$ cat config.mk
export PLATFORM = sky130hd
export DESIGN_NAME = doubly_linked_list_with_cursor_flat
export DESIGN_NICKNAME = d
export VERILOG_FILES = /design/src/dllc_pkg.sv /design/src/dllc_cmd_if.sv /design/src/dllc_res_if.sv /design/src/dllc_ram.sv /design/src/dllc_ctrl.sv /design/src/dllc_dp.sv /design/src/doubly_linked_list_with_cursor.sv /design/src/flat_wrapper.sv
export SDC_FILE = /design/constraint.sdc
export NUM_CORES = 2
export LEC_CHECK = 0
export BUFFER_PORTS_ARGS = -buffer_cell sky130_fd_sc_hd__buf_2
export CAP_MARGIN = 10
export CELL_PAD_IN_SITES_DETAIL_PLACEMENT = 0
export CELL_PAD_IN_SITES_GLOBAL_PLACEMENT = 1
export CORE_MARGIN = 8
export CORE_UTILIZATION = 35
export DETAILED_ROUTE_END_ITERATION = 6
export PLACE_DENSITY = 0.57
export REMOVE_ABC_BUFFERS = 1
export SLEW_MARGIN = 25
export SYNTH_ARGS = -nofsm -noshare
export SYNTH_HDL_FRONTEND = slang
export SYNTH_SLANG_ARGS = --single-unit
$ cat constraint.sdc
create_clock -name i_clk -period 7.8 [get_ports i_clk]
set_input_delay 0.39 -clock i_clk [delete_from_list [all_inputs] [get_ports i_clk]]
set_output_delay 0.39 -clock i_clk [all_outputs]
set_load 0.005 [all_outputs]
$ cat src/dllc_pkg.sv
package dllc_pkg;

    localparam int POOL_NODES = 64;
    localparam int PTR_W      = $clog2(POOL_NODES + 1);
    localparam int ADDR_W     = $clog2(POOL_NODES);
    localparam int DATA_W     = 32;
    localparam int OP_W       = 4;
    localparam logic [PTR_W-1:0] NIL = PTR_W'(POOL_NODES);

    typedef enum logic [OP_W-1:0] {
        OP_CLEAR      = 4'd0,
        OP_INS_FIRST  = 4'd1,
        OP_INS_LAST   = 4'd2,
        OP_CUR_FIRST  = 4'd3,
        OP_CUR_LAST   = 4'd4,
        OP_DEL_FIRST  = 4'd5,
        OP_DEL_LAST   = 4'd6,
        OP_DEL_AFTER  = 4'd7,
        OP_DEL_BEFORE = 4'd8,
        OP_INS_AFTER  = 4'd9,
        OP_INS_BEFORE = 4'd10,
        OP_WRITE      = 4'd11,
        OP_NEXT       = 4'd12,
        OP_PREV       = 4'd13,
        OP_QUERY      = 4'd14
    } t_op;

    // pointer sources for addresses, link data and pointer loads
    typedef enum logic [3:0] {
        P_NIL, P_HEAD, P_TAIL, P_CUR, P_N, P_T, P_U, P_FREE, P_RDN, P_RDP, P_BUMP
    } t_psel;

    typedef enum logic [4:0] {
        S_IDLE, S_DEC, S_ALLOC, S_ALLOC2, S_LINK, S_LINK2, S_LINK3,
        S_DEL_HEAD, S_DEL_TAIL, S_DEL_NX_A, S_DEL_NX_B, S_DEL_PV_A, S_DEL_PV_B,
        S_GIVE, S_STEP, S_RD_HEAD, S_RD_TAIL, S_RD_CUR, S_FIN
    } t_state;

    typedef struct packed {
        logic  ld_in;
        logic  clear;
        logic  rd_en;
        t_psel rd_addr;
        logic  nx_we;
        t_psel nx_addr;
        t_psel nx_data;
        logic  pv_we;
        t_psel pv_addr;
        t_psel pv_data;
        logic  dt_we;
        t_psel dt_addr;
        logic  ld_head;
        t_psel head_src;
        logic  ld_tail;
        t_psel tail_src;
        logic  ld_cur;
        t_psel cur_src;
        logic  ld_free;
        t_psel free_src;
        logic  ld_n;
        t_psel n_src;
        logic  ld_t;
        t_psel t_src;
        logic  ld_u;
        t_psel u_src;
        logic  bump_inc;
        logic  err_set;
        logic  cap_first;
        logic  cap_last;
        logic  out_ld;
    } t_cmd;

    typedef struct packed {
        logic head_nil;
        logic tail_nil;
        logic cur_nil;
        logic free_nil;
        logic bump_full;
        logic cur_is_head;
        logic cur_is_tail;
        logic cur_is_n;
        logic rdn_nil;
        logic rdp_nil;
        logic u_nil;
    } t_stat;

endpackage

$ cat src/dllc_cmd_if.sv
interface dllc_cmd_if;
    logic                                 valid;
    logic                                 ready;
    logic [dllc_pkg::OP_W-1:0]            op;
    logic signed [dllc_pkg::DATA_W-1:0]   value;

    modport source (output valid, output op, output value, input ready);
    modport sink   (input valid, input op, input value, output ready);
endinterface

$ cat src/dllc_res_if.sv
interface dllc_res_if;
    logic                                 valid;
    logic                                 ready;
    logic                                 status;
    logic signed [dllc_pkg::DATA_W-1:0]   first_value;
    logic                                 first_valid;
    logic signed [dllc_pkg::DATA_W-1:0]   last_value;
    logic                                 last_valid;
    logic signed [dllc_pkg::DATA_W-1:0]   active_value;
    logic                                 active_valid;

    modport source (output valid, output status, output first_value, output first_valid,
                    output last_value, output last_valid, output active_value,
                    output active_valid, input ready);
    modport sink   (input valid, input status, input first_value, input first_valid,
                    input last_value, input last_valid, input active_value,
                    input active_valid, output ready);
endinterface

$ cat src/dllc_ram.sv
module dllc_ram #(
    parameter int WIDTH = 32,
    parameter int DEPTH = 64
) (
    input  logic                     i_clk,
    input  logic                     i_we,
    input  logic [$clog2(DEPTH)-1:0] i_waddr,
    input  logic [WIDTH-1:0]         i_wdata,
    input  logic                     i_re,
    input  logic [$clog2(DEPTH)-1:0] i_raddr,
    output logic [WIDTH-1:0]         o_rdata
);
    logic [WIDTH-1:0] r_mem [DEPTH];
    logic [WIDTH-1:0] r_rdata;

    always_ff @(posedge i_clk) begin
        if (i_we) begin
            r_mem[i_waddr] <= i_wdata;
        end
        if (i_re) begin
            r_rdata <= r_mem[i_raddr];
        end
    end

    assign o_rdata = r_rdata;
endmodule

$ cat src/dllc_ctrl.sv
module dllc_ctrl (
    input  logic                      i_clk,
    input  logic                      i_rst_n,
    input  logic                      i_in_valid,
    output logic                      o_in_ready,
    input  logic [dllc_pkg::OP_W-1:0] i_op,
    output logic                      o_out_valid,
    input  logic                      i_out_ready,
    output dllc_pkg::t_cmd            o_cmd,
    input  dllc_pkg::t_stat           i_stat
);
    dllc_pkg::t_state r_state, n_state;
    dllc_pkg::t_op    r_op, n_op;
    logic             r_out_valid, n_out_valid;
    dllc_pkg::t_cmd   c;

    always_ff @(posedge i_clk) begin
        if (!i_rst_n) begin
            r_state     <= dllc_pkg::S_IDLE;
            r_op        <= dllc_pkg::OP_QUERY;
            r_out_valid <= 1'b0;
        end else begin
            r_state     <= n_state;
            r_op        <= n_op;
            r_out_valid <= n_out_valid;
        end
    end

    always_comb begin
        c          = '0;
        n_state    = r_state;
        n_op       = r_op;
        o_in_ready = 1'b0;
        unique case (r_state)
            dllc_pkg::S_IDLE: begin
                o_in_ready = 1'b1;
                if (i_in_valid) begin
                    c.ld_in = 1'b1;
                    n_op    = dllc_pkg::t_op'(i_op);
                    n_state = dllc_pkg::S_DEC;
                end
            end
            dllc_pkg::S_DEC: begin
                n_state = dllc_pkg::S_RD_HEAD;
                unique case (r_op)
                    dllc_pkg::OP_CLEAR: c.clear = 1'b1;
                    dllc_pkg::OP_INS_FIRST, dllc_pkg::OP_INS_LAST:
                        n_state = dllc_pkg::S_ALLOC;
                    dllc_pkg::OP_CUR_FIRST: begin
                        c.ld_cur = 1'b1; c.cur_src = dllc_pkg::P_HEAD;
                    end
                    dllc_pkg::OP_CUR_LAST: begin
                        c.ld_cur = 1'b1; c.cur_src = dllc_pkg::P_TAIL;
                    end
                    dllc_pkg::OP_DEL_FIRST: begin
                        if (!i_stat.head_nil) begin
                            c.rd_en = 1'b1; c.rd_addr = dllc_pkg::P_HEAD;
                            c.ld_n  = 1'b1; c.n_src   = dllc_pkg::P_HEAD;
                            n_state = dllc_pkg::S_DEL_HEAD;
                        end
                    end
                    dllc_pkg::OP_DEL_LAST: begin
                        if (!i_stat.tail_nil) begin
                            c.rd_en = 1'b1; c.rd_addr = dllc_pkg::P_TAIL;
                            c.ld_n  = 1'b1; c.n_src   = dllc_pkg::P_TAIL;
                            n_state = dllc_pkg::S_DEL_TAIL;
                        end
                    end
                    dllc_pkg::OP_DEL_AFTER: begin
                        if (!i_stat.cur_nil && !i_stat.cur_is_tail) begin
                            c.rd_en = 1'b1; c.rd_addr = dllc_pkg::P_CUR;
                            n_state = dllc_pkg::S_DEL_NX_A;
                        end
                    end
                    dllc_pkg::OP_DEL_BEFORE: begin
                        if (!i_stat.cur_nil && !i_stat.cur_is_head) begin
                            c.rd_en = 1'b1; c.rd_addr = dllc_pkg::P_CUR;
                            n_state = dllc_pkg::S_DEL_PV_A;
                        end
                    end
                    dllc_pkg::OP_INS_AFTER, dllc_pkg::OP_INS_BEFORE: begin
                        if (!i_stat.cur_nil) n_state = dllc_pkg::S_ALLOC;
                    end
                    dllc_pkg::OP_WRITE: begin
                        if (!i_stat.cur_nil) begin
                            c.dt_we = 1'b1; c.dt_addr = dllc_pkg::P_CUR;
                        end
                    end
                    dllc_pkg::OP_NEXT: begin
                        if (!i_stat.cur_nil) begin
                            if (i_stat.cur_is_tail) begin
                                c.ld_cur = 1'b1; c.cur_src = dllc_pkg::P_NIL;
                            end else begin
                                c.rd_en = 1'b1; c.rd_addr = dllc_pkg::P_CUR;
                                n_state = dllc_pkg::S_STEP;
                            end
                        end
                    end
                    dllc_pkg::OP_PREV: begin
                        if (!i_stat.cur_nil) begin
                            if (i_stat.cur_is_head) begin
                                c.ld_cur = 1'b1; c.cur_src = dllc_pkg::P_NIL;
                            end else begin
                                c.rd_en = 1'b1; c.rd_addr = dllc_pkg::P_CUR;
                                n_state = dllc_pkg::S_STEP;
                            end
                        end
                    end
                    default: ;
                endcase
            end
            dllc_pkg::S_ALLOC: begin
                // free stack first, then the bump counter
                if (!i_stat.free_nil) begin
                    c.ld_n  = 1'b1; c.n_src   = dllc_pkg::P_FREE;
                    c.rd_en = 1'b1; c.rd_addr = dllc_pkg::P_FREE;
                    n_state = dllc_pkg::S_ALLOC2;
                end else if (!i_stat.bump_full) begin
                    c.ld_n     = 1'b1; c.n_src = dllc_pkg::P_BUMP;
                    c.bump_inc = 1'b1;
                    n_state    = dllc_pkg::S_LINK;
                end else begin
                    c.err_set = 1'b1;
                    n_state   = dllc_pkg::S_RD_HEAD;
                end
            end
            dllc_pkg::S_ALLOC2: begin
                c.ld_free = 1'b1; c.free_src = dllc_pkg::P_RDN;
                n_state   = dllc_pkg::S_LINK;
            end
            dllc_pkg::S_LINK: begin
                c.dt_we = 1'b1; c.dt_addr = dllc_pkg::P_N;
                n_state = dllc_pkg::S_LINK2;
                unique case (r_op)
                    dllc_pkg::OP_INS_FIRST: begin
                        c.nx_we = 1'b1; c.nx_addr = dllc_pkg::P_N; c.nx_data = dllc_pkg::P_HEAD;
                        c.pv_we = 1'b1; c.pv_addr = dllc_pkg::P_N; c.pv_data = dllc_pkg::P_NIL;
                        if (i_stat.head_nil) begin
                            c.ld_head = 1'b1; c.head_src = dllc_pkg::P_N;
                            c.ld_tail = 1'b1; c.tail_src = dllc_pkg::P_N;
                            n_state   = dllc_pkg::S_RD_HEAD;
                        end
                    end
                    dllc_pkg::OP_INS_LAST: begin
                        c.nx_we = 1'b1; c.nx_addr = dllc_pkg::P_N; c.nx_data = dllc_pkg::P_NIL;
                        c.pv_we = 1'b1; c.pv_addr = dllc_pkg::P_N; c.pv_data = dllc_pkg::P_TAIL;
                        if (i_stat.tail_nil) begin
                            c.ld_head = 1'b1; c.head_src = dllc_pkg::P_N;
                            c.ld_tail = 1'b1; c.tail_src = dllc_pkg::P_N;
                            n_state   = dllc_pkg::S_RD_HEAD;
                        end
                    end
                    dllc_pkg::OP_INS_AFTER: begin
                        c.pv_we = 1'b1; c.pv_addr = dllc_pkg::P_N; c.pv_data = dllc_pkg::P_CUR;
                        c.rd_en = 1'b1; c.rd_addr = dllc_pkg::P_CUR;
                    end
                    dllc_pkg::OP_INS_BEFORE: begin
                        c.nx_we = 1'b1; c.nx_addr = dllc_pkg::P_N; c.nx_data = dllc_pkg::P_CUR;
                        c.rd_en = 1'b1; c.rd_addr = dllc_pkg::P_CUR;
                    end
                    default: n_state = dllc_pkg::S_RD_HEAD;
                endcase
            end
            dllc_pkg::S_LINK2: begin
                n_state = dllc_pkg::S_RD_HEAD;
                unique case (r_op)
                    dllc_pkg::OP_INS_FIRST: begin
                        c.pv_we = 1'b1; c.pv_addr = dllc_pkg::P_HEAD; c.pv_data = dllc_pkg::P_N;
                        c.ld_head = 1'b1; c.head_src = dllc_pkg::P_N;
                    end
                    dllc_pkg::OP_INS_LAST: begin
                        c.nx_we = 1'b1; c.nx_addr = dllc_pkg::P_TAIL; c.nx_data = dllc_pkg::P_N;
                        c.ld_tail = 1'b1; c.tail_src = dllc_pkg::P_N;
                    end
                    dllc_pkg::OP_INS_AFTER: begin
                        c.nx_we = 1'b1; c.nx_addr = dllc_pkg::P_N; c.nx_data = dllc_pkg::P_RDN;
                        c.ld_u  = 1'b1; c.u_src   = dllc_pkg::P_RDN;
                        n_state = dllc_pkg::S_LINK3;
                    end
                    dllc_pkg::OP_INS_BEFORE: begin
                        c.pv_we = 1'b1; c.pv_addr = dllc_pkg::P_N; c.pv_data = dllc_pkg::P_RDP;
                        c.ld_u  = 1'b1; c.u_src   = dllc_pkg::P_RDP;
                        n_state = dllc_pkg::S_LINK3;
                    end
                    default: ;
                endcase
            end
            dllc_pkg::S_LINK3: begin
                n_state = dllc_pkg::S_RD_HEAD;
                if (r_op == dllc_pkg::OP_INS_AFTER) begin
                    c.nx_we = 1'b1; c.nx_addr = dllc_pkg::P_CUR; c.nx_data = dllc_pkg::P_N;
                    if (i_stat.u_nil) begin
                        c.ld_tail = 1'b1; c.tail_src = dllc_pkg::P_N;
                    end else begin
                        c.pv_we = 1'b1; c.pv_addr = dllc_pkg::P_U; c.pv_data = dllc_pkg::P_N;
                    end
                end else begin
                    c.pv_we = 1'b1; c.pv_addr = dllc_pkg::P_CUR; c.pv_data = dllc_pkg::P_N;
                    if (i_stat.u_nil) begin
                        c.ld_head = 1'b1; c.head_src = dllc_pkg::P_N;
                    end else begin
                        c.nx_we = 1'b1; c.nx_addr = dllc_pkg::P_U; c.nx_data = dllc_pkg::P_N;
                    end
                end
            end
            dllc_pkg::S_DEL_HEAD: begin
                if (i_stat.cur_is_n) begin
                    c.ld_cur = 1'b1; c.cur_src = dllc_pkg::P_NIL;
                end
                c.ld_head = 1'b1; c.head_src = dllc_pkg::P_RDN;
                if (i_stat.rdn_nil) begin
                    c.ld_tail = 1'b1; c.tail_src = dllc_pkg::P_NIL;
                end else begin
                    c.pv_we = 1'b1; c.pv_addr = dllc_pkg::P_RDN; c.pv_data = dllc_pkg::P_NIL;
                end
                n_state = dllc_pkg::S_GIVE;
            end
            dllc_pkg::S_DEL_TAIL: begin
                if (i_stat.cur_is_n) begin
                    c.ld_cur = 1'b1; c.cur_src = dllc_pkg::P_NIL;
                end
                c.ld_tail = 1'b1; c.tail_src = dllc_pkg::P_RDP;
                if (i_stat.rdp_nil) begin
                    c.ld_head = 1'b1; c.head_src = dllc_pkg::P_NIL;
                end else begin
                    c.nx_we = 1'b1; c.nx_addr = dllc_pkg::P_RDP; c.nx_data = dllc_pkg::P_NIL;
                end
                n_state = dllc_pkg::S_GIVE;
            end
            dllc_pkg::S_DEL_NX_A: begin
                c.ld_t  = 1'b1; c.t_src   = dllc_pkg::P_RDN;
                c.rd_en = 1'b1; c.rd_addr = dllc_pkg::P_RDN;
                n_state = dllc_pkg::S_DEL_NX_B;
            end
            dllc_pkg::S_DEL_NX_B: begin
                c.nx_we = 1'b1; c.nx_addr = dllc_pkg::P_CUR; c.nx_data = dllc_pkg::P_RDN;
                if (i_stat.rdn_nil) begin
                    c.ld_tail = 1'b1; c.tail_src = dllc_pkg::P_CUR;
                end else begin
                    c.pv_we = 1'b1; c.pv_addr = dllc_pkg::P_RDN; c.pv_data = dllc_pkg::P_CUR;
                end
                c.ld_n  = 1'b1; c.n_src = dllc_pkg::P_T;
                n_state = dllc_pkg::S_GIVE;
            end
            dllc_pkg::S_DEL_PV_A: begin
                c.ld_t  = 1'b1; c.t_src   = dllc_pkg::P_RDP;
                c.rd_en = 1'b1; c.rd_addr = dllc_pkg::P_RDP;
                n_state = dllc_pkg::S_DEL_PV_B;
            end
            dllc_pkg::S_DEL_PV_B: begin
                c.pv_we = 1'b1; c.pv_addr = dllc_pkg::P_CUR; c.pv_data = dllc_pkg::P_RDP;
                if (i_stat.rdp_nil) begin
                    c.ld_head = 1'b1; c.head_src = dllc_pkg::P_CUR;
                end else begin
                    c.nx_we = 1'b1; c.nx_addr = dllc_pkg::P_RDP; c.nx_data = dllc_pkg::P_CUR;
                end
                c.ld_n  = 1'b1; c.n_src = dllc_pkg::P_T;
                n_state = dllc_pkg::S_GIVE;
            end
            dllc_pkg::S_GIVE: begin
                // push freed node on the free stack
                c.nx_we   = 1'b1; c.nx_addr = dllc_pkg::P_N; c.nx_data = dllc_pkg::P_FREE;
                c.ld_free = 1'b1; c.free_src = dllc_pkg::P_N;
                n_state   = dllc_pkg::S_RD_HEAD;
            end
            dllc_pkg::S_STEP: begin
                c.ld_cur  = 1'b1;
                c.cur_src = (r_op == dllc_pkg::OP_NEXT) ? dllc_pkg::P_RDN : dllc_pkg::P_RDP;
                n_state   = dllc_pkg::S_RD_HEAD;
            end
            dllc_pkg::S_RD_HEAD: begin
                c.rd_en = 1'b1; c.rd_addr = dllc_pkg::P_HEAD;
                n_state = dllc_pkg::S_RD_TAIL;
            end
            dllc_pkg::S_RD_TAIL: begin
                c.cap_first = 1'b1;
                c.rd_en = 1'b1; c.rd_addr = dllc_pkg::P_TAIL;
                n_state = dllc_pkg::S_RD_CUR;
            end
            dllc_pkg::S_RD_CUR: begin
                c.cap_last = 1'b1;
                c.rd_en = 1'b1; c.rd_addr = dllc_pkg::P_CUR;
                n_state = dllc_pkg::S_FIN;
            end
            dllc_pkg::S_FIN: begin
                if (!r_out_valid || i_out_ready) begin
                    c.out_ld = 1'b1;
                    n_state  = dllc_pkg::S_IDLE;
                end
            end
            default: n_state = dllc_pkg::S_IDLE;
        endcase
    end

    always_comb begin
        if (c.out_ld) begin
            n_out_valid = 1'b1;
        end else if (i_out_ready) begin
            n_out_valid = 1'b0;
        end else begin
            n_out_valid = r_out_valid;
        end
    end

    assign o_cmd       = c;
    assign o_out_valid = r_out_valid;
endmodule

$ cat src/dllc_dp.sv
module dllc_dp (
    input  logic                                i_clk,
    input  logic                                i_rst_n,
    input  dllc_pkg::t_cmd                      i_cmd,
    output dllc_pkg::t_stat                     o_stat,
    input  logic signed [dllc_pkg::DATA_W-1:0]  i_value,
    output logic                                o_status,
    output logic signed [dllc_pkg::DATA_W-1:0]  o_first_value,
    output logic                                o_first_valid,
    output logic signed [dllc_pkg::DATA_W-1:0]  o_last_value,
    output logic                                o_last_valid,
    output logic signed [dllc_pkg::DATA_W-1:0]  o_active_value,
    output logic                                o_active_valid
);
    logic [dllc_pkg::PTR_W-1:0]  r_head, r_tail, r_cur, r_free, r_bump;
    logic [dllc_pkg::PTR_W-1:0]  r_n, r_t, r_u;
    logic [dllc_pkg::DATA_W-1:0] r_value;
    logic                        r_err;
    logic [dllc_pkg::DATA_W-1:0] r_fv, r_lv;
    logic [dllc_pkg::DATA_W-1:0] r_o_fv, r_o_lv, r_o_av;
    logic                        r_o_err, r_o_fvld, r_o_lvld, r_o_avld;

    logic [dllc_pkg::PTR_W-1:0]  rd_next, rd_prev;
    logic [dllc_pkg::DATA_W-1:0] rd_data;

    function automatic logic [dllc_pkg::PTR_W-1:0] pick(
        input dllc_pkg::t_psel s,
        input logic [dllc_pkg::PTR_W-1:0] head, tail, cur, n, t, u, free, rdn, rdp, bump
    );
        logic [dllc_pkg::PTR_W-1:0] p;
        unique case (s)
            dllc_pkg::P_NIL:  p = dllc_pkg::NIL;
            dllc_pkg::P_HEAD: p = head;
            dllc_pkg::P_TAIL: p = tail;
            dllc_pkg::P_CUR:  p = cur;
            dllc_pkg::P_N:    p = n;
            dllc_pkg::P_T:    p = t;
            dllc_pkg::P_U:    p = u;
            dllc_pkg::P_FREE: p = free;
            dllc_pkg::P_RDN:  p = rdn;
            dllc_pkg::P_RDP:  p = rdp;
            dllc_pkg::P_BUMP: p = bump;
            default:          p = dllc_pkg::NIL;
        endcase
        return p;
    endfunction

    logic [dllc_pkg::PTR_W-1:0] rd_ptr, nx_wa, nx_wd, pv_wa, pv_wd, dt_wa;
    logic [dllc_pkg::PTR_W-1:0] head_in, tail_in, cur_in, free_in, n_in, t_in, u_in;

    always_comb begin
        rd_ptr  = pick(i_cmd.rd_addr, r_head, r_tail, r_cur, r_n, r_t, r_u, r_free,
                       rd_next, rd_prev, r_bump);
        nx_wa   = pick(i_cmd.nx_addr, r_head, r_tail, r_cur, r_n, r_t, r_u, r_free,
                       rd_next, rd_prev, r_bump);
        nx_wd   = pick(i_cmd.nx_data, r_head, r_tail, r_cur, r_n, r_t, r_u, r_free,
                       rd_next, rd_prev, r_bump);
        pv_wa   = pick(i_cmd.pv_addr, r_head, r_tail, r_cur, r_n, r_t, r_u, r_free,
                       rd_next, rd_prev, r_bump);
        pv_wd   = pick(i_cmd.pv_data, r_head, r_tail, r_cur, r_n, r_t, r_u, r_free,
                       rd_next, rd_prev, r_bump);
        dt_wa   = pick(i_cmd.dt_addr, r_head, r_tail, r_cur, r_n, r_t, r_u, r_free,
                       rd_next, rd_prev, r_bump);
        head_in = pick(i_cmd.head_src, r_head, r_tail, r_cur, r_n, r_t, r_u, r_free,
                       rd_next, rd_prev, r_bump);
        tail_in = pick(i_cmd.tail_src, r_head, r_tail, r_cur, r_n, r_t, r_u, r_free,
                       rd_next, rd_prev, r_bump);
        cur_in  = pick(i_cmd.cur_src, r_head, r_tail, r_cur, r_n, r_t, r_u, r_free,
                       rd_next, rd_prev, r_bump);
        free_in = pick(i_cmd.free_src, r_head, r_tail, r_cur, r_n, r_t, r_u, r_free,
                       rd_next, rd_prev, r_bump);
        n_in    = pick(i_cmd.n_src, r_head, r_tail, r_cur, r_n, r_t, r_u, r_free,
                       rd_next, rd_prev, r_bump);
        t_in    = pick(i_cmd.t_src, r_head, r_tail, r_cur, r_n, r_t, r_u, r_free,
                       rd_next, rd_prev, r_bump);
        u_in    = pick(i_cmd.u_src, r_head, r_tail, r_cur, r_n, r_t, r_u, r_free,
                       rd_next, rd_prev, r_bump);
    end

    dllc_ram #(.WIDTH(dllc_pkg::PTR_W), .DEPTH(dllc_pkg::POOL_NODES)) u_next_ram (
        .i_clk   (i_clk),
        .i_we    (i_cmd.nx_we),
        .i_waddr (nx_wa[dllc_pkg::ADDR_W-1:0]),
        .i_wdata (nx_wd),
        .i_re    (i_cmd.rd_en),
        .i_raddr (rd_ptr[dllc_pkg::ADDR_W-1:0]),
        .o_rdata (rd_next)
    );

    dllc_ram #(.WIDTH(dllc_pkg::PTR_W), .DEPTH(dllc_pkg::POOL_NODES)) u_prev_ram (
        .i_clk   (i_clk),
        .i_we    (i_cmd.pv_we),
        .i_waddr (pv_wa[dllc_pkg::ADDR_W-1:0]),
        .i_wdata (pv_wd),
        .i_re    (i_cmd.rd_en),
        .i_raddr (rd_ptr[dllc_pkg::ADDR_W-1:0]),
        .o_rdata (rd_prev)
    );

    dllc_ram #(.WIDTH(dllc_pkg::DATA_W), .DEPTH(dllc_pkg::POOL_NODES)) u_data_ram (
        .i_clk   (i_clk),
        .i_we    (i_cmd.dt_we),
        .i_waddr (dt_wa[dllc_pkg::ADDR_W-1:0]),
        .i_wdata (r_value),
        .i_re    (i_cmd.rd_en),
        .i_raddr (rd_ptr[dllc_pkg::ADDR_W-1:0]),
        .o_rdata (rd_data)
    );

    always_ff @(posedge i_clk) begin
        if (!i_rst_n || i_cmd.clear) begin
            r_head <= dllc_pkg::NIL;
            r_tail <= dllc_pkg::NIL;
            r_cur  <= dllc_pkg::NIL;
            r_free <= dllc_pkg::NIL;
            r_bump <= '0;
        end else begin
            if (i_cmd.ld_head)  r_head <= head_in;
            if (i_cmd.ld_tail)  r_tail <= tail_in;
            if (i_cmd.ld_cur)   r_cur  <= cur_in;
            if (i_cmd.ld_free)  r_free <= free_in;
            if (i_cmd.bump_inc) r_bump <= r_bump + 1'b1;
        end
    end

    always_ff @(posedge i_clk) begin
        if (!i_rst_n) begin
            r_err <= 1'b0;
        end else if (i_cmd.ld_in) begin
            r_err <= 1'b0;
        end else if (i_cmd.err_set) begin
            r_err <= 1'b1;
        end
    end

    // active value goes straight from the cursor read into the output register
    always_ff @(posedge i_clk) begin
        if (i_cmd.ld_in) r_value <= i_value;
        if (i_cmd.ld_n)  r_n <= n_in;
        if (i_cmd.ld_t)  r_t <= t_in;
        if (i_cmd.ld_u)  r_u <= u_in;
        if (i_cmd.cap_first) r_fv <= (r_head == dllc_pkg::NIL) ? '0 : rd_data;
        if (i_cmd.cap_last)  r_lv <= (r_tail == dllc_pkg::NIL) ? '0 : rd_data;
        if (i_cmd.out_ld) begin
            r_o_err  <= r_err;
            r_o_fv   <= r_fv;
            r_o_lv   <= r_lv;
            r_o_av   <= (r_cur == dllc_pkg::NIL) ? '0 : rd_data;
            r_o_fvld <= (r_head != dllc_pkg::NIL);
            r_o_lvld <= (r_tail != dllc_pkg::NIL);
            r_o_avld <= (r_cur != dllc_pkg::NIL);
        end
    end

    always_comb begin
        o_stat.head_nil    = (r_head == dllc_pkg::NIL);
        o_stat.tail_nil    = (r_tail == dllc_pkg::NIL);
        o_stat.cur_nil     = (r_cur == dllc_pkg::NIL);
        o_stat.free_nil    = (r_free == dllc_pkg::NIL);
        o_stat.bump_full   = (r_bump == dllc_pkg::NIL);
        o_stat.cur_is_head = (r_cur == r_head);
        o_stat.cur_is_tail = (r_cur == r_tail);
        o_stat.cur_is_n    = (r_cur == r_n);
        o_stat.rdn_nil     = (rd_next == dllc_pkg::NIL);
        o_stat.rdp_nil     = (rd_prev == dllc_pkg::NIL);
        o_stat.u_nil       = (r_u == dllc_pkg::NIL);
    end

    assign o_status       = r_o_err;
    assign o_first_value  = $signed(r_o_fv);
    assign o_first_valid  = r_o_fvld;
    assign o_last_value   = $signed(r_o_lv);
    assign o_last_valid   = r_o_lvld;
    assign o_active_value = $signed(r_o_av);
    assign o_active_valid = r_o_avld;
endmodule

$ cat src/doubly_linked_list_with_cursor.sv
// Doubly linked list of signed 32-bit values in a pool of 64 nodes, with a cursor.
// i_cmd carries one command (op, value) per transfer; o_res returns exactly one
// result per command: pool-full status, then head, tail and cursor values with
// their valid flags (value reads 0 when its flag is low).
// Commands run one at a time through a sequencer around three node memories
// (data, next link, prev link), each with one write port and a registered read.
// i_cmd.ready rises in the same cycle the result turns valid, so a new
// command is taken only once the previous one has run to its end.
// A stalled receiver holds the result in the output register; the next command
// is still taken, but its last state (S_FIN) waits until the held result drains.
// Reset (i_rst_n low, synchronous) empties the list and the node pool;
// clear does the same. No clearing pass is needed.
module doubly_linked_list_with_cursor (
    input  logic        i_clk,
    input  logic        i_rst_n,
    dllc_cmd_if.sink    i_cmd,
    dllc_res_if.source  o_res
);
    dllc_pkg::t_cmd  s_cmd;
    dllc_pkg::t_stat s_stat;

    dllc_ctrl u_ctrl (
        .i_clk       (i_clk),
        .i_rst_n     (i_rst_n),
        .i_in_valid  (i_cmd.valid),
        .o_in_ready  (i_cmd.ready),
        .i_op        (i_cmd.op),
        .o_out_valid (o_res.valid),
        .i_out_ready (o_res.ready),
        .o_cmd       (s_cmd),
        .i_stat      (s_stat)
    );

    dllc_dp u_dp (
        .i_clk          (i_clk),
        .i_rst_n        (i_rst_n),
        .i_cmd          (s_cmd),
        .o_stat         (s_stat),
        .i_value        (i_cmd.value),
        .o_status       (o_res.status),
        .o_first_value  (o_res.first_value),
        .o_first_valid  (o_res.first_valid),
        .o_last_value   (o_res.last_value),
        .o_last_valid   (o_res.last_valid),
        .o_active_value (o_res.active_value),
        .o_active_valid (o_res.active_valid)
    );

    a_busy_after_accept: assert property (@(posedge i_clk) disable iff (!i_rst_n)
        (i_cmd.valid && i_cmd.ready) |=> !i_cmd.ready)
        else $error("command taken while previous one still in progress");

    a_ends_agree: assert property (@(posedge i_clk) disable iff (!i_rst_n)
        s_stat.head_nil == s_stat.tail_nil)
        else $error("head and tail disagree on empty list");

    a_clear_empties: assert property (@(posedge i_clk) disable iff (!i_rst_n)
        s_cmd.clear |=> (s_stat.head_nil && s_stat.cur_nil && s_stat.free_nil))
        else $error("clear left list state behind");

    a_result_flags: assert property (@(posedge i_clk) disable iff (!i_rst_n)
        o_res.valid |-> (o_res.first_valid == o_res.last_valid))
        else $error("result head and tail flags differ");
endmodule

$ cat src/flat_wrapper.sv
// flat-port wrapper written by rule: the top's interface ports become plain ports
module doubly_linked_list_with_cursor_flat 
  (i_clk, i_rst_n, i_cmd_valid, i_cmd_op, i_cmd_value, i_cmd_ready, o_res_valid, o_res_status, o_res_first_value, o_res_first_valid, o_res_last_value, o_res_last_valid, o_res_active_value, o_res_active_valid, o_res_ready);
  dllc_cmd_if i_cmd_i ();
  dllc_res_if o_res_i ();
  input  logic i_clk;
  input  logic i_rst_n;
  input wire logic [$bits(i_cmd_i.valid)-1:0] i_cmd_valid;
  input wire logic [$bits(i_cmd_i.op)-1:0] i_cmd_op;
  input wire logic [$bits(i_cmd_i.value)-1:0] i_cmd_value;
  output wire logic [$bits(i_cmd_i.ready)-1:0] i_cmd_ready;
  output wire logic [$bits(o_res_i.valid)-1:0] o_res_valid;
  output wire logic [$bits(o_res_i.status)-1:0] o_res_status;
  output wire logic [$bits(o_res_i.first_value)-1:0] o_res_first_value;
  output wire logic [$bits(o_res_i.first_valid)-1:0] o_res_first_valid;
  output wire logic [$bits(o_res_i.last_value)-1:0] o_res_last_value;
  output wire logic [$bits(o_res_i.last_valid)-1:0] o_res_last_valid;
  output wire logic [$bits(o_res_i.active_value)-1:0] o_res_active_value;
  output wire logic [$bits(o_res_i.active_valid)-1:0] o_res_active_valid;
  input wire logic [$bits(o_res_i.ready)-1:0] o_res_ready;
  assign i_cmd_i.valid = i_cmd_valid;
  assign i_cmd_i.op = i_cmd_op;
  assign i_cmd_i.value = i_cmd_value;
  assign i_cmd_ready = i_cmd_i.ready;
  assign o_res_valid = o_res_i.valid;
  assign o_res_status = o_res_i.status;
  assign o_res_first_value = o_res_i.first_value;
  assign o_res_first_valid = o_res_i.first_valid;
  assign o_res_last_value = o_res_i.last_value;
  assign o_res_last_valid = o_res_i.last_valid;
  assign o_res_active_value = o_res_i.active_value;
  assign o_res_active_valid = o_res_i.active_valid;
  assign o_res_i.ready = o_res_ready;
  doubly_linked_list_with_cursor u_core (.i_clk(i_clk), .i_rst_n(i_rst_n), .i_cmd(i_cmd_i), .o_res(o_res_i));
endmodule
### Word-level counts from Yosys, hierarchy flattened

Memories as Yosys holds them, arrays and structs flattened. A register that Yosys moved wholly into a read port is not among the register bits.
Cells that the tools add are included.

* flip-flop bits (word level): 263
* bits in writable memories: 2944
* output and inout port bits: 102
* logic and storage cells: 349
* memories kept: 3

Memory list
* u_core.u_dp.u_data_ram.r_mem: depth 64, bits a word 32, rd ports 1, clocked after memory_dff 1, write ports 1, RTL line dllc_ram.sv:13 `logic [WIDTH-1:0] r_mem [DEPTH];`
* u_core.u_dp.u_next_ram.r_mem: depth 64, bits a word 7, rd ports 1, clocked after memory_dff 1, write ports 1, RTL line dllc_ram.sv:13
* u_core.u_dp.u_prev_ram.r_mem: depth 64, bits a word 7, rd ports 1, clocked after memory_dff 1, write ports 1, RTL line dllc_ram.sv:13

* add/subtract/negate cells: 1
* eq/ne operators: 177
* muxes and demuxes: 110
* bitwise operators: 8
* reductions and logical operators: 28

Operator list (count)
* $pmux 7 s10: 9
* $pmux 6 s10: 4
* $eq 4x3->1 const B: 56
* $eq 4x4->1 const B: 45
* $mux 5: 31
* $eq 4x2->1 const B: 28
* $pmux 5 s6: 3
* $pmux 5 s14: 1
* $pmux 9 s7: 1
* $eq 4x1->1 const B: 14
* $eq 7x7->1 const B: 8
* $pmux 9 s3: 2
* $pmux 9 s6: 1
* $pmux 5 s2: 5
* $mux 9: 5
* $eq 5x4->1 const B: 8
* $pmux 5 s8: 1
* $pmux 9 s2: 2
* $pmux 4 s8: 1
* $pmux 5 s3: 2
* $mux 4: 7
* $mux 1: 24
* $eq 7x7->1: 3
* $ne 7x7->1 const B: 3
* other kinds (24): 60

### Depth between registers and ports, before layout

* depth in word-level cells: 8
* mapped depth: 20
* mapped depth without buffers: 13

### By module

A second synthesis with hierarchy kept.

* cells, all modules: 7251
* area total of the unflattened synthesis: 133862.1 µm²

By module, submodules not included
* dllc_ram (u_core.u_dp.u_data_ram): times used 1, cells each 3511, area an instance 79359.9 µm², seq. area each 62459.9 µm²
* dllc_ram (u_core.u_dp.u_next_ram ...): times used 2, cells each 827, area an instance 17705.7 µm², seq. area each 13663.1 µm²
* dllc_dp: times used 1, cells each 1783, area an instance 17184.0 µm², seq. area each 7236.9 µm²
* dllc_ctrl: times used 1, cells each 303, area an instance 1906.8 µm², seq. area each 200.2 µm²

### Least setup slack after synthesis

No wires, ideal clock.

* kind: register to register
* start: register u_core.u_ctrl.r_state[1]
* end: register u_core.u_dp.r_o_avld (netlist: u_core.u_dp.o_active_valid), enable pin
* arrival: 5.903 ns
* required time: 7.229 ns
* path slack: 1.327 ns
* stages on the path, launching flop included: 7
* buffers on the path: 4
* period minus slack after synthesis: 6.473 ns
* cells stage by stage: dfxtp_1 buf_6 clkbuf_1 clkbuf_1 clkbuf_1 nand4_1 nor2b_1

RTL lines
* from (decl): RTL line dllc_ctrl.sv:12 `dllc_pkg::t_state r_state, n_state;`
* from (signal assigned): RTL line dllc_ctrl.sv:19 `r_state <= dllc_pkg::S_IDLE;`
* from (signal assigned): RTL line dllc_ctrl.sv:23 `r_state <= n_state;`
* to (signal assigned): RTL line dllc_dp.sv:151 `r_o_avld <= (r_cur != dllc_pkg::NIL);`
* to (decl): RTL line dllc_dp.sv:21 `logic r_o_err, r_o_fvld, r_o_lvld, r_o_avld;`

### Final worst setup path

* start: register u_core.u_dp.r_cur[2] (netlist bit)
* end: register u_core.u_dp.u_data_ram.r_rdata[27] (netlist: u_core.u_dp.u_data_ram.o_rdata[27]), read port of u_core.u_dp.u_data_ram.r_mem (data pin)

* cells in the longest elaborated chain, start to end: 8
* elaborated cells on any way between the ends: 27
* those cells by class: 13 x eq/ne; 9 x mux; 5 x reduce/logical

RTL lines
* from (decl): RTL line dllc_dp.sv:15 `logic [dllc_pkg::PTR_W-1:0] r_head, r_tail, r_cur, r_free, r_bump;`
* from (signal assigned): RTL line dllc_dp.sv:114 `r_cur <= dllc_pkg::NIL;`
* from (signal assigned): RTL line dllc_dp.sv:120 `if (i_cmd.ld_cur) r_cur <= cur_in;`
* $eq 7x7->1, on equally long branches: RTL line dllc_dp.sv:158, dllc_dp.sv:161, dllc_dp.sv:162
* $logic_not 1->1, on equally long branches
* $logic_and 1x1->1, on equally long branches: RTL line dllc_ctrl.sv:76, dllc_ctrl.sv:70
* $mux 5, on equally long branches: RTL line dllc_ctrl.sv:76, dllc_ctrl.sv:70
* $pmux 5 s6: RTL line dllc_ctrl.sv:45 `unique case (r_op)`
* $pmux 5 s8: RTL line dllc_ctrl.sv:34 `unique case (r_state)`
* $eq 4x4->1 (tied with other cells): RTL line dllc_dp.sv:31 `unique case (s)`
* $pmux 6 s10: RTL line dllc_dp.sv:31
* to (decl): RTL line dllc_ram.sv:14 `logic [WIDTH-1:0] r_rdata;`

Several ways; a longest one is shown, not always the timed one.
A chain may end at the register's enable or synchronous reset.

==> qor.csv <==
stage,metric,value,unit
worst_setup_path,max incr delay on CP,0.58,ns
synth,top_reg_cell synth,edfxtp_1,
detailed_routing,DR vias/cell,5.61,
run_status,failing checks,DRC,
placed_design,Placer Congestion,0.895,
pwr,VDD IR max,0.171,mV
synth,Post-Synthesis Cells,7056,
synth,largest cells by area after synthesis,"edfxtp_1 76%, mux4_2 9.0%, nand2_1 2.4%, a21oi_1 1.5%, a22oi_1 1.3%",
detailed_routing,Antenna Nets Post-Route,0,
pwr,Tot Pwr,43.0,mW
timing,Fin Hold WS,0.224,ns
worst_setup_path,CP Buf/Inv Count,3,
worst_hold_path,Hold Crit Depth,2,
layout,# nets final,7453,
worst_setup_path,WP data required,8.39,ns
timing,Slew headroom,0.253,
synth,count of cell types in the netlist,88,
cts,CTS tree,done,
grt,Tot GR Track Use,0.198,
layout,share of cells above drive strength 1,0.201,
synth,Post-Synthesis Cell Area,127000,sq um
layout,Layout Cells excl Fill,12470,
timing,final setup skew,0.0546,ns
cts,Resize count post-CTS,0,
grt,initial antenna violation count,31,
cts,clock tree buffer depth,4,
grt,vias in the first global route,69445,
worst_setup_path,Top delay family on crit path,simple AND/OR/NAND/NOR gates,
cts,CTS root buffer,clkbuf_16,
detailed_routing,First-pass DRT Iterations,7,
grt,first-pass GRT wire length,544000,microns
timing,hold violation count in the final report,0,
grt,pin count of the biggest net entering global routing,125,
timing,Pins Over Slew Limit,0,
placed_design,Post-Place Cells,11819,
cts,"Clk Latency, worst-skew pair",0.90,ns
worst_setup_path,R2R Path Start,u_core.u_dp.r_cur[2]$_SDFFE_PP0P_,
run,max_cap viols,0,
cts,Num CTS Buffers,338,
timing,period utilisation layout,0.833,
worst_setup_path,CP Cell Sequence,"nor3_1, and2_1, inv_4, o2111a_1, o31a_1, nor2_1, a21oi_4, nor2_8, buf_12, buf_4, mux4_2, a22oi_1, nand3_1, and4_1",
detailed_routing,total routed wirelength,391000,microns
grt,GR Overflow Total,0,
detailed_routing,initial DRC count,8644,
synth,share of the yosys chip area belonging to registers,0.767,
worst_hold_path,Min-Delay Path Class,in2reg,
run_status,status,"complete, but fails checks",
pwr,P_leak,45.8,nW
synth,"Avg Cell Area, Syn",18.0,sq um
placed_design,IO Port Bufs,141,
cts,clk slew on worst S/H paths,0.06,ns
timing,measured slew at the worst slew-check pin,1.12,ns
synth,Post-synth EDFFs,3207,
floorplanning,die area,381000,sq um
worst_setup_path,Worst R2R Setup Slack,1.30,ns
timing,setup TNS,0,ns
worst_hold_path,hold worst-path end,u_core.u_dp.r_value[8]$_DFFE_PP_,
cts,H-tree levels,5,
layout,area grow syn2layout,15.0,%
synth,YS warnings,0,
worst_setup_path,Register-to-Register Path Depth,14,
timing,fmax,0.154,GHz
synth,Yosys reg bits,3253,
worst_setup_path,FF-to-FF End,u_core.u_dp.u_data_ram.o_rdata[27]$_DFFE_PP_,
floorplanning,number of I/O pins,142,
synth,cell taking the most area after synthesis,edfxtp_1,
floorplanning,DIE HEIGHT,618,microns
timing,RSZ-0062 raised after global routing,no,
floorplanning,# rows,221,
placed_design,HPWL after DPL,233000,microns
worst_setup_path,startpoint types,register,
detailed_routing,drc violations,16,
worst_setup_path,Critical Path End Type,register,
floorplanning,Core ar.,361000,sq um
cts,clock sinks,3253,
worst_hold_path,hold path startpoint,i_cmd_value[8],
detailed_routing,vias,70008,
pwr,PD cells,295,nW/um^2
synth,post-synthesis async set-or-reset flop share,0,
detailed_routing,DR WL/cell,31.4,microns
worst_setup_path,Setup CP Type,reg2reg,
worst_setup_path,Worst Path Arrival,7.09,ns
timing,count of final setup violators,0,
timing,minimum clock period,6.50,ns
synth,top cell type's share of synthesized area,0.760,
worst_setup_path,CP max-delay cell,mux4_2,
floorplanning,Initial Utilization,0.351,
worst_setup_path,critical-path maximum fanout,35,
floorplanning,Die W,618,microns
==> cells by family after synthesis <==
family / synth area share
muxes: 0.0937
xor gates and xnor gates: 0.00194
DFF: 0.767
AOI/OAI and AO/OA: 0.0611
and+or+nand+nor: 0.0574
buffers and inverters: 0.0179
adders and majority gates: 0.000494
==> power breakdown <==
group	internal, mW	switching, mW	total [mW]
clock	9.23	6.77	16.0
combinational	1.72	4.50	6.22
sequential	20.4	0.325	20.7
==> how the worst max path moves through the flow <==
stage,start,endpoint,slack (ns),cells past startpoint
floorplan,u_core.u_ctrl.r_state[1]$_SDFFE_PN0P_,u_core.u_dp.u_data_ram.o_rdata[8]$_DFFE_PP_,-13.28,11
global placement,u_core.u_dp.r_cur[2]$_SDFFE_PP0P_,u_core.u_dp.u_data_ram.o_rdata[17]$_DFFE_PP_,0.94,14
detailed placement,u_core.u_dp.r_cur[2]$_SDFFE_PP0P_,u_core.u_dp.u_data_ram.o_rdata[27]$_DFFE_PP_,1.28,14
CTS,u_core.u_dp.r_cur[2]$_SDFFE_PP0P_,u_core.u_dp.u_data_ram.o_rdata[27]$_DFFE_PP_,1.31,14
global route,u_core.u_dp.r_cur[2]$_SDFFE_PP0P_,u_core.u_dp.u_data_ram.o_rdata[30]$_DFFE_PP_,1.18,15
finish,u_core.u_dp.r_cur[2]$_SDFFE_PP0P_,u_core.u_dp.u_data_ram.o_rdata[27]$_DFFE_PP_,1.30,14
==> metrics by stage <==
stage	setup slack, ns	area (sq um)	util
3_5_place_dp	1.28	134000	0.372
5_1_grt	1.18	146000	0.403
2_1_floorplan	-13.28	125000	-
6_report	1.30	146000	0.403
3_3_place_gp	0.940	134000	0.371
4_1_cts	1.31	146000	0.403
==> final cells by class <==
type                       instances  area [sq um]
timing repair buffer             455          3520
antenna                           10          25.0
clock buffer                     402          8930
tap                             4794          6000
clock inverter                   196          1860
sequential                      3253         97200
multi-input combinational       3338         28000
fill                           32216        216000
inverter                          22          85.1
==> worst reg2reg max path, stage by stage (launching register included) <==
cell	delay [ns]
dfxtp_1	0.56
nor3_1	0.39
and2_1	0.53
inv_4	0.31
o2111a_1	0.29
o31a_1	0.37
nor2_1	0.30
a21oi_4	0.10
nor2_8	0.57
buf_12	0.31
buf_4	0.59
mux4_2	0.61
a22oi_1	0.27
nand3_1	0.48
and4_1	0.55
==> cells in the final DEF, fill, tap and decap left out, types with 20 or more instances in the layout <==
| cell type | count |
|---|---|
| bufinv_16 | 32 |
| dlygate4sd3_1 | 42 |
| a211oi_1 | 51 |
| nor2_4 | 74 |
| a22o_1 | 50 |
| dfxtp_1 | 46 |
| buf_12 | 23 |
| buf_2 | 141 |
| clkinv_1 | 74 |
| a32oi_1 | 71 |
| o22ai_1 | 56 |
| nand4_1 | 22 |
| a222oi_1 | 34 |
| a22oi_1 | 225 |
| edfxtp_1 | 3207 |
| a221oi_1 | 45 |
| inv_1 | 20 |
| mux2i_1 | 48 |
| nor2_1 | 207 |
| a31oi_1 | 58 |
| buf_4 | 245 |
| clkbuf_16 | 349 |
| and4_1 | 25 |
| nor3_1 | 31 |
| a21oi_1 | 377 |
| nand3_1 | 178 |
| clkinv_2 | 55 |
| and2_1 | 102 |
| mux4_2 | 504 |
| clkbuf_1 | 53 |
| nand2_1 | 794 |
| and3_1 | 63 |
| o21ai_0 | 57 |
==> routing by layer <==
metal  up-vias  part of all wire  GRT usage
li1      29191                 -          -
met1     37366              0.42      0.274
met2      2882              0.48      0.328
met5         -           0.00041          0
met4        24             0.026     0.0490
met3       545             0.071     0.0317
==> state kept, by name (all words and copies together), names as in the netlist, 32 cells and up <==
register / count
u_core.u_dp.o_active_value: 32
u_core.u_dp.o_first_value: 32
u_core.u_dp.o_last_value: 32
u_core.u_dp.r_fv: 32
u_core.u_dp.r_lv: 32
u_core.u_dp.r_value: 32
u_core.u_dp.u_data_ram.o_rdata: 32
u_core.u_dp.u_data_ram.r_mem: 2048
u_core.u_dp.u_next_ram.r_mem: 448
u_core.u_dp.u_prev_ram.r_mem: 448
==> repair_timing <==
item                      4_1_cts  5_1_grt
setup buffers                   0        0
hold buffers                   42        0
hold endpoints to repair       43        0
==> Yosys cell counts, drive strengths merged, types with 11 or more instances <==
| cell | instances |
|---|---|
| nand2 | 815 |
| a221oi | 47 |
| xor2 | 18 |
| nor2b | 12 |
| o22ai | 56 |
| clkbuf | 184 |
| a31oi | 59 |
| mux2i | 48 |
| a211oi | 53 |
| edfxtp | 3207 |
| and2 | 104 |
| nor4 | 13 |
| nand4 | 22 |
| and4 | 25 |
| inv | 22 |
| nand2b | 12 |
| or4 | 11 |
| a22o | 50 |
| a222oi | 34 |
| a32oi | 71 |
| a21oi | 381 |
| nand3 | 179 |
| mux4 | 504 |
| o21ai | 69 |
| dfxtp | 46 |
| and3 | 64 |
| or3 | 15 |
| nor3 | 38 |
| a22oi | 225 |
| nor2 | 282 |
| buf | 259 |
No activity file was read; power rests on OpenSTA's default activity.
